--- src/design/stfh_pkg.sv ---
// Shared types, constants and helper functions for the split texture FNV hasher.
package stfh_pkg;

	// FNV-1a 64 constants.
	localparam logic [63:0] FNV_BASIS = 64'hCBF29CE484222325;
	localparam logic [63:0] FNV_PRIME = 64'h00000100000001B3;

	// Default number of samples per section, and extra folds when rgb averages are used.
	localparam int SAMPLES_DEF = 121;
	localparam int RGB_EXTRA   = 3;

	// Saturation limits of the section accumulators.
	localparam logic [14:0] SUM_MAX   = 15'h7FFF;
	localparam logic [6:0]  COUNT_MAX = 7'd127;

	// Rounded average divider: one quotient bit per cycle over a 17-bit dividend.
	localparam int DVD_W     = 17;
	localparam int DIV_STEPS = DVD_W;

	// Scaling multiply: 64 x 16 bits per cycle.
	localparam int SLICE_W     = 16;
	localparam int SCALE_STEPS = 64 / SLICE_W;

	// Queue between the front and the back.
	localparam int QDEPTH = 4;
	localparam int QPTR_W = $clog2(QDEPTH);

	// One classified sample as it travels through the queue.
	typedef struct packed {
		logic [7:0] value;
		logic [7:0] red;
		logic [7:0] green;
		logic [7:0] blue;
		logic       inside_req;
		logic       section_end;
		logic       tall;
	} item_t;

	// Queue status seen by the front and the back.
	typedef struct packed {
		logic empty;
		logic full;
	} q_stat_t;

	// One FNV-1a step; the prime is 2^40 + 0x1B3, so the multiply is a sum of shifts.
	function automatic logic [63:0] fnv_fold(input logic [63:0] h, input logic [7:0] v);
		logic [63:0] x;
		x = h ^ {56'd0, v};
		return x + (x << 1) + (x << 4) + (x << 5) + (x << 7) + (x << 8) + (x << 40);
	endfunction

	// Power of the FNV prime, evaluated at elaboration only.
	function automatic logic [63:0] prime_pow(input int n);
		logic [63:0] p;
		p = 64'd1;
		for (int i = 0; i < n; i++) begin
			p = p * FNV_PRIME;
		end
		return p;
	endfunction

endpackage

--- src/design/stfh_queue.sv ---
// Small FIFO that decouples the sample front end from the hashing sequencer.
module stfh_queue (
	input  logic            clk,
	input  logic            arst_n,
	input  logic            push,
	input  stfh_pkg::item_t push_item,
	input  logic            pop,
	output stfh_pkg::item_t pop_item,
	output stfh_pkg::q_stat_t stat
);
	import stfh_pkg::*;

	item_t             mem_q [QDEPTH];
	logic [QPTR_W-1:0] wr_ptr_q;
	logic [QPTR_W-1:0] rd_ptr_q;
	logic [QPTR_W:0]   fill_q;

	// Storage write.
	always_ff @(posedge clk) begin
		if (push) begin
			mem_q[wr_ptr_q] <= push_item;
		end
	end

	// Pointers and fill level.
	always_ff @(posedge clk or negedge arst_n) begin
		if (!arst_n) begin
			wr_ptr_q <= '0;
			rd_ptr_q <= '0;
			fill_q   <= '0;
		end else begin
			if (push) begin
				wr_ptr_q <= wr_ptr_q + 1'b1;
			end
			if (pop) begin
				rd_ptr_q <= rd_ptr_q + 1'b1;
			end
			if (push && !pop) begin
				fill_q <= fill_q + 1'b1;
			end else if (pop && !push) begin
				fill_q <= fill_q - 1'b1;
			end
		end
	end

	assign pop_item   = mem_q[rd_ptr_q];
	assign stat.empty = (fill_q == '0);
	assign stat.full  = (fill_q == (QPTR_W+1)'(QDEPTH));
endmodule

--- config.mk ---
export PLATFORM = sky130hd
export DESIGN_NAME = stfh_queue
export DESIGN_NICKNAME = d
export VERILOG_FILES = /design/src/design/stfh_pkg.sv /design/src/design/stfh_queue.sv
export SDC_FILE = /design/constraint.sdc
export NUM_CORES = 1
export LEC_CHECK = 0
export BUFFER_PORTS_ARGS = -buffer_cell sky130_fd_sc_hd__buf_4
export CORE_UTILIZATION = 41
export CTS_CLUSTER_DIAMETER = 200
export DETAILED_ROUTE_END_ITERATION = 8
export PLACE_DENSITY = 0.69
export SYNTH_ARGS = -nofsm -noshare
export SYNTH_HDL_FRONTEND = slang
export SYNTH_SLANG_ARGS = --single-unit
--- constraint.sdc ---
create_clock -name clk -period 2.4 [get_ports clk]
set_clock_uncertainty 0.15 [all_clocks]
set_input_delay 0.24 -clock clk [delete_from_list [all_inputs] [get_ports clk]]
set_output_delay 0.24 -clock clk [all_outputs]
set_load 0.005 [all_outputs]
==> summary.txt <==
Routing
  • Via count: 2585
  • Drt pass-1 iters: 4
  • Post-route DRC: 0
  • Final Routed Wirelength: between 9000 and 10000 um
  • DR iter-0 viols: about 150
  • Antenna-violating nets left: 0
  • Vias per std cell: just under 5
  • DR WL/cell: approximately 18 um

Yosys
  • Synth Cell Area: 5500 um^2
  • Area contributors post-synth: edfxtp_1 76%, mux4_2 11%, mux4_1 3.3%, dfrtp_1 3.2%, ha_1 1.1%
  • Synth Instances: approximately 220
  • Ys async rst share: 0.0476
  • Yosys warns: 0
  • Most frequent cell after synthesis: edfxtp_1
  • Number of synthesized flops with an enable pin: 140
  • Unique masters post-synth: 19
  • Seq/Total Area, Yosys: 0.796
  • Synth Register Bits: roughly 150
  • Net Count, Synth: ~260
  • Synth top area share: 0.764
  • Dominant synthesized flop cell: edfxtp_1
  • Syn Area/Cell: roughly 25 um^2
  • Post-synthesis cell type with the largest combined area: edfxtp_1
  • Synth cell count leaders: 140 x edfxtp_1, 28 x mux4_2, 7 x dfrtp_1, 7 x mux4_1, 5 x ha_1

Cells and area
  • Layout cell share with drive strength beyond 1: 0.407
  • Number of diodes: 0
  • Area growth, synth to finish: 32.4%
  • Final std cell area, no fill: roughly 7300 um^2
  • Non-Filler Instances: ~540
  • Filler cells: 990
  • Final nets: between 300 and 400

Power
  • Internal cell power: between 6 and 7 mW
  • Register share of total power: 0.410
  • Leakage: 2.60 nW
  • Power share of the clock group: 0.310
  • Logic pwr share: 0.280
  • Psw: between 2 and 2.5 mW
  • Sw Ratio: 0.250
  • Peak VDD IR: slightly below 0.7 mV
  • Power Dens Cells: between 1000 and 1500 nW/um^2

Timing
  • # setup viols final: 0
  • Slew Limit Fails: 0
  • Max frequency: around 440 MHz
  • Worst setup margin: between 100 and 150 ps
  • Setup Total Neg Slack: 0 ps
  • Rel. slew slack: 0.758
  • Hold WS: a little over 30 ps
  • Endpoints failing hold: 0
  • RSZ-0062 raised after global routing: no
  • Min Tclk post-route: roughly 2300 ps
  • Worst Max-Slew Pin Slew: about 360 ps
  • Post-route clock period utilization: 0.952

Clock network
  • CTS Hold Bufs: 38
  • CTS root buffer: clkbuf_16
  • H-Tree Level Count: 4
  • PostCTS Resize Cnt: 0
  • Clk Latency, worst-skew pair: 410 ps
  • Setup bufs post-CTS: 0
  • CTS Buffer Depth: 2
  • Reg clk slew, reported paths: 60 ps
  • TritonCTS clock tree: done
  • Number of CTS-inserted buffers: 17
  • Clk sink count: roughly 150

Floorplanning
  • Die area: approximately 14000 um^2
  • FP Rows: 41
  • Die Width: 118 um
  • Core ar.: about 13000 um^2
  • Initial Util: 0.429
  • I/O Pins: 76
  • Die H: 118 um

Status
  • Run status: finished, final reports clean

GRT
  • Total congestion overflow: 0
  • Largest net degree at the start of global routing: 26
  • Initial antenna violation count: 0
  • Vias in the first global route: around 2.9k
  • Total track usage: 0.154
  • Global-route wire length before repair: about 15000 um

Placement
  • DP Worst Slack: around 500 ps
  • Placed Cells incl. Taps: 467
  • Placer Congestion: 0.693
  • Dpl hpwl: between 5000 and 6000 um
  • Port bufs: 75
  • Placed Area: between 6000 and 7000 um^2

Critical path
  • Critical path arrival: approximately 1900 ps
  • Worst-path maximum fanout: 17
  • Launching point of the worst reg2reg path: wr_ptr_q[0]
  • Crit start category: flop
  • Worst path required time: about 2000 ps
  • Capture point of the worst reg-to-reg path: mem_q[0][28]
  • CP endpoint kind: primary output
  • Crit Path Class: flop to primary output
  • Setup crit end: pop_item[34]
  • Critical path startpoint: rd_ptr_q[0]
  • Reg2Reg Setup Slack: around 660 ps
  • R2r worst-path depth: 4

Hold path
  • Worst Hold Class: input port to async pin

Job
  • Maxcap violations: 0
placed cells by master, fill, tap and decap left out, types with 3 or more instances in the layout:
| cell | count |
|---|---|
| inv_1 | 4 |
| clkbuf_16 | 17 |
| xor2_1 | 4 |
| and2_2 | 4 |
| clkinv_2 | 3 |
| clkbuf_1 | 3 |
| bufinv_16 | 4 |
| ha_1 | 5 |
| buf_4 | 84 |
| mux4_2 | 28 |
| mux4_1 | 7 |
| dfrtp_1 | 5 |
| edfxtp_1 | 140 |
| dlygate4sd3_1 | 38 |
| clkinvlp_4 | 3 |
state kept, by name, summed over array words and instances (netlist names):
signal    flops
rd_ptr_q      2
fill_q        3
mem_q       140
wr_ptr_q      2
critical path, cell delays in order (launching register included):
cell and delay, ps:
dfrtp_2 380, buf_4 320, mux4_1 620, buf_4 160
final cells by class:
type	instances	area [um^2]	area share
Inverter	4	15.0	0.00206
Tap cell	172	215	0.0296
Timing Repair Buffer	124	1050	0.144
Multi-Input combinational cell	58	1020	0.140
Clock buffer	20	437	0.0600
Clock inverter	11	161	0.0222
Sequential cell	147	4380	0.602
per-stage QoR:
stage               utilization  power [mW]
floorplan                     -        4.93
global placement          0.491        5.93
detailed placement        0.491        5.99
CTS                       0.568        8.71
global route              0.568        8.97
finish                    0.568        8.56
power by group through the flow:
| stage | clock (mW) | sequential [mW] | combinational (mW) |
|---|---|---|---|
| floorplan | 0 | 3.52 | 1.41 |
| global route | 2.82 | 3.56 | 2.60 |
| CTS | 2.71 | 3.52 | 2.47 |
| finish | 2.65 | 3.51 | 2.40 |
| detailed placement | 0 | 3.57 | 2.42 |
| global placement | 0 | 3.54 | 2.40 |
cell families (layout without fill, tap and decap cells):
family / after synthesis / after routing / share of synthesized area
compound gates: 1 / 1 / 0.000909
fa+ha+maj: 6 / 6 / 0.0150
mux: 36 / 36 / 0.150
flops: 147 / 147 / 0.796
buf+inv: 12 / 159 / 0.0193
xor+xnor: 6 / 6 / 0.00955
simple gates: 9 / 9 / 0.00887
metal layers:
metal,wire [um],vias to the layer above,global-route usage
met1,4180,1327,0.184
met5,0,-,0
li1,-,1187,-
met4,161,0,0.0721
met3,333,15,0.0431
met2,4970,56,0.257
how the worst min path moves through the flow:
| stage | endpoint | slack [ps] | cells past startpoint |
|---|---|---|---|
| after global placement | fill_q[2] | -90 | 1 |
| after detailed placement | fill_q[2] | -90 | 1 |
| after CTS | fill_q[2] | 5 | 2 |
| after floorplan | fill_q[0] | -210 | 0 |
| after global routing | fill_q[2] | 30 | 2 |
| final | fill_q[2] | 30 | 2 |
(Power assumes the default switching activity.)
