[config.mk]
export PLATFORM = sky130hd
export DESIGN_NAME = stfh_front_flat
export DESIGN_NICKNAME = d
export VERILOG_FILES = /design/src/design/stfh_pkg.sv /design/src/design/stfh_pix_if.sv /design/src/design/stfh_front.sv /design/src/flat_wrapper.sv
export SDC_FILE = /design/constraint.sdc
export NUM_CORES = 1
export LEC_CHECK = 0
export ABC_AREA = 1
export BUFFER_PORTS_ARGS = -buffer_cell sky130_fd_sc_hd__buf_2
export CAP_MARGIN = 20
export CORE_MARGIN = 2
export CORE_UTILIZATION = 35
export DETAILED_ROUTE_END_ITERATION = 10
export PLACE_DENSITY_LB_ADDON = 0.12
export SYNTH_ARGS = -nofsm -noshare
export SYNTH_HDL_FRONTEND = slang
export SYNTH_SLANG_ARGS = --single-unit
export TNS_END_PERCENT = 50
[constraint.sdc]
create_clock -name vclk -period 12.35
set_clock_uncertainty 0.15 [all_clocks]
set_input_delay 2.47 -clock vclk [all_inputs]
set_output_delay 2.47 -clock vclk [all_outputs]
set_load 0.05 [all_outputs]
[src/design/stfh_pkg.sv]
// Shared types, constants and helper functions for the split texture FNV hasher.
package stfh_pkg;

	// FNV-1a 64 constants.
	localparam logic [63:0] FNV_BASIS = 64'hCBF29CE484222325;
	localparam logic [63:0] FNV_PRIME = 64'h00000100000001B3;

	// Default number of samples per section, and extra folds when rgb averages are used.
	localparam int SAMPLES_DEF = 121;
	localparam int RGB_EXTRA   = 3;

	// Saturation limits of the section accumulators.
	localparam logic [14:0] SUM_MAX   = 15'h7FFF;
	localparam logic [6:0]  COUNT_MAX = 7'd127;

	// Rounded average divider: one quotient bit per cycle over a 17-bit dividend.
	localparam int DVD_W     = 17;
	localparam int DIV_STEPS = DVD_W;

	// Scaling multiply: 64 x 16 bits per cycle.
	localparam int SLICE_W     = 16;
	localparam int SCALE_STEPS = 64 / SLICE_W;

	// Queue between the front and the back.
	localparam int QDEPTH = 4;
	localparam int QPTR_W = $clog2(QDEPTH);

	// One classified sample as it travels through the queue.
	typedef struct packed {
		logic [7:0] value;
		logic [7:0] red;
		logic [7:0] green;
		logic [7:0] blue;
		logic       inside_req;
		logic       section_end;
		logic       tall;
	} item_t;

	// Queue status seen by the front and the back.
	typedef struct packed {
		logic empty;
		logic full;
	} q_stat_t;

	// One FNV-1a step; the prime is 2^40 + 0x1B3, so the multiply is a sum of shifts.
	function automatic logic [63:0] fnv_fold(input logic [63:0] h, input logic [7:0] v);
		logic [63:0] x;
		x = h ^ {56'd0, v};
		return x + (x << 1) + (x << 4) + (x << 5) + (x << 7) + (x << 8) + (x << 40);
	endfunction

	// Power of the FNV prime, evaluated at elaboration only.
	function automatic logic [63:0] prime_pow(input int n);
		logic [63:0] p;
		p = 64'd1;
		for (int i = 0; i < n; i++) begin
			p = p * FNV_PRIME;
		end
		return p;
	endfunction

endpackage

[src/design/stfh_pix_if.sv]
// Handshake interface carrying one sampled pixel per beat.
interface stfh_pix_if;
	logic       valid;
	logic       ready;
	logic [7:0] red;
	logic [7:0] green;
	logic [7:0] blue;
	logic       inside_req;
	logic       section_end;
	logic       tall;

	modport source(output valid, red, green, blue, inside_req, section_end, tall, input ready);
	modport sink(input valid, red, green, blue, inside_req, section_end, tall, output ready);
endinterface

[src/design/stfh_front.sv]
// Front end: accepts sampled pixels, works out the sample value and pushes them to the queue.
module stfh_front (
	stfh_pix_if.sink          pixel,
	input  stfh_pkg::q_stat_t stat,
	output logic              push,
	output stfh_pkg::item_t   push_item
);
	import stfh_pkg::*;

	logic [9:0]  chan_sum;
	logic [19:0] third_prod;

	// floor(sum / 3) as a multiply by 683 / 2048, exact for sums up to 765.
	always_comb begin
		chan_sum   = {2'b00, pixel.red} + {2'b00, pixel.green} + {2'b00, pixel.blue};
		third_prod = {10'd0, chan_sum} * 20'd683;
	end

	// Pack the classified sample.
	always_comb begin
		push_item.value       = pixel.inside_req ? third_prod[18:11] : 8'd0;
		push_item.red         = pixel.red;
		push_item.green       = pixel.green;
		push_item.blue        = pixel.blue;
		push_item.inside_req  = pixel.inside_req;
		push_item.section_end = pixel.section_end;
		push_item.tall        = pixel.tall;
	end

	assign pixel.ready = !stat.full;
	assign push        = pixel.valid && !stat.full;
endmodule

[src/flat_wrapper.sv]
// flat-port wrapper written by rule: the top's interface ports become plain ports
module stfh_front_flat import stfh_pkg::*;
  (stat, push, push_item, pixel_valid, pixel_red, pixel_green, pixel_blue, pixel_inside_req, pixel_section_end, pixel_tall, pixel_ready);
  stfh_pix_if pixel_i ();
  input  stfh_pkg::q_stat_t stat;
  output logic push;
  output stfh_pkg::item_t push_item;
  input wire logic [$bits(pixel_i.valid)-1:0] pixel_valid;
  input wire logic [$bits(pixel_i.red)-1:0] pixel_red;
  input wire logic [$bits(pixel_i.green)-1:0] pixel_green;
  input wire logic [$bits(pixel_i.blue)-1:0] pixel_blue;
  input wire logic [$bits(pixel_i.inside_req)-1:0] pixel_inside_req;
  input wire logic [$bits(pixel_i.section_end)-1:0] pixel_section_end;
  input wire logic [$bits(pixel_i.tall)-1:0] pixel_tall;
  output wire logic [$bits(pixel_i.ready)-1:0] pixel_ready;
  assign pixel_i.valid = pixel_valid;
  assign pixel_i.red = pixel_red;
  assign pixel_i.green = pixel_green;
  assign pixel_i.blue = pixel_blue;
  assign pixel_i.inside_req = pixel_inside_req;
  assign pixel_i.section_end = pixel_section_end;
  assign pixel_i.tall = pixel_tall;
  assign pixel_ready = pixel_i.ready;
  stfh_front u_core (.pixel(pixel_i), .stat(stat), .push(push), .push_item(push_item));
endmodule
==> impl_metrics.env <==
export IMPL_antenna_found_initial=0
export IMPL_port_buffers=62
export IMPL_rsz0062_at_grt="false"
export IMPL_grt_pass1_wl_um=10800
export IMPL_cts_hold_buf=0
export IMPL_gr_usage_all_layers_pct=14.4
export IMPL_cp_common_cell="inv_1"
export IMPL_design_seq_count=0
export IMPL_fp_dieH_um=94.9
export IMPL_pin_count=67
export IMPL_tightestPinTransition_ps=479
export IMPL_final_antenna_net_count=0
export IMPL_path_buf_inv=9
export IMPL_drtPass1Iterations=4
export IMPL_wl_per_cell_um=11.1
export IMPL_syn_inst=403
export IMPL_gp_congestion=0.860
export IMPL_drive_gt1_share_pct=18.7
export IMPL_max_stage_delay_ps=520
export IMPL_slowest_stage="fa_1"
export IMPL_worstSetupStartpointType="input port"
export IMPL_syn_avg_cell_area_um2=7.18
export IMPL_die_w_um=94.9
export IMPL_ctsResizeCount=0
export IMPL_period_share_pct=92.8
export IMPL_cp_arrival_ps=8840
export IMPL_slew_headroom_pct=67.6
export IMPL_fp_coreArea_mm2=0.00813
export IMPL_die_area_mm2=0.00901
export IMPL_drt_wl_total_um=6040
export IMPL_crit_required_ps=9730
export IMPL_vias=2484
export IMPL_area_growth_pct=8.26
export IMPL_setup_tns_ps=0
export IMPL_yosys_warnings=0
export IMPL_drc=0
export IMPL_synth_cell_types=31
export IMPL_drt_iter0_markers=74
export IMPL_yosys_area_top_type="ha_1"
export IMPL_fmax_ghz=0.0873
export IMPL_period_needed_ps=11460
export IMPL_crit_type="in -> out"
export IMPL_crit_family="adder cells"
export IMPL_syn_num_nets=525
export IMPL_grt_overflow_total=0
export IMPL_grt_max_degree=9
export IMPL_routed_via_density=4.57
export IMPL_cap_viol_max_count=0
export IMPL_finalMaxSlewViolations=0
export IMPL_seqCellArea_um2=0
export IMPL_first_global_vias=2409
export IMPL_clockBufferCount=0
export IMPL_antenna_cells=0
export IMPL_min_path_type="in -> out"
export IMPL_synth_top_area_share_pct=31.1
export IMPL_status="complete, no violations"
export IMPL_synthTopCellsByArea="ha_1 31%, fa_1 14%, inv_1 9.9%"
export IMPL_rows=33
export IMPL_cts_setup_buffers=0
export IMPL_cp_end_kind="primary output"
export IMPL_num_nets_final=562
export IMPL_yosysSeqAreaShare_pct=0
export IMPL_finalSetupViolCount=0
export IMPL_dp_hpwl_um=5640
export IMPL_hold_viol=0
export IMPL_syn_area_mm2=0.00289
export IMPL_cp_max_fo=5
export IMPL_start_util_pct=35.6
==> through the flow <==
step	std cells	hold slack, ps	utilization [%]	cell area [um2]	worst slack (ps)
floorplan	403	4960	-	2890	1250
global placement	543	4790	38.5	3130	902
detailed placement	543	4790	38.5	3130	831
CTS	543	4790	38.5	3130	833
global route	543	4790	38.5	3130	409
finish	543	4790	38.5	3130	893
==> logic make-up after synthesis <==
group,after synthesis,share of synthesized area (%)
compound gates,55,11.5
buf+inv,106,17.3
xor+xnor,20,6.96
simple gates,130,19.3
fa+ha+maj,92,45.0
==> cell usage after synthesis (all sizes together) <==
| library cell | instances |
|---|---|
| a211oi | 2 |
| nand2 | 83 |
| inv | 77 |
| or2 | 1 |
| nand4 | 3 |
| ha | 72 |
| o21ai | 12 |
| a221oi | 1 |
| o41ai | 1 |
| buf | 27 |
| xnor2 | 10 |
| xor2 | 10 |
| nand3b | 1 |
| nor2 | 27 |
| a21o | 2 |
| clkinv | 2 |
| a21oi | 29 |
| nand3 | 14 |
| fa | 20 |
| o21bai | 6 |
| nor4 | 1 |
| a31oi | 2 |
==> layout by cell type (no fill, tap or decap) <==
master and instances:
a211oi_1 2, a21o_1 2, a21oi_1 27, a21oi_2 2
a221oi_1 1, a31oi_1 1, a31oi_4 1, buf_2 62
clkinv_1 2, fa_1 20, ha_1 72, inv_1 76
inv_2 1, nand2_1 71, nand2_2 12, nand3_1 13
nand3_2 1, nand3b_1 1, nand4_1 3, nor2_1 26
nor2_2 1, nor4_1 1, o21ai_0 10, o21ai_1 2
o21bai_1 6, o41ai_1 1, or2_1 1, xnor2_1 10
xor2_1 8, xor2_2 1, xor2_4 1
==> path summary, 6_finish.rpt <==
check	depth (start not counted)	endpoint	slack, ps	from
max	35	push_item[34]	890	pixel_green[0]
min	0	push_item[1]	4790	pixel_section_end
==> final cells by class <==
| class | count | area, um2 |
|---|---|---|
| fillers | 895 | 5000 |
| multi-input cells | 297 | 2390 |
| repair buffers | 62 | 310 |
| inverters | 79 | 297 |
| well taps | 105 | 131 |
==> metal layers <==
metal	vias up	part of all wire [%]	global-route usage, %
met1	1105	53	20.7
met4	0	0	0.121
met3	0	2.2	0
met5	-	0	0
li1	1344	-	-
met2	35	45	25.9
Power is not shown: default switching activity piles up to over one toggle a cycle in this logic, so the estimate is an artifact.
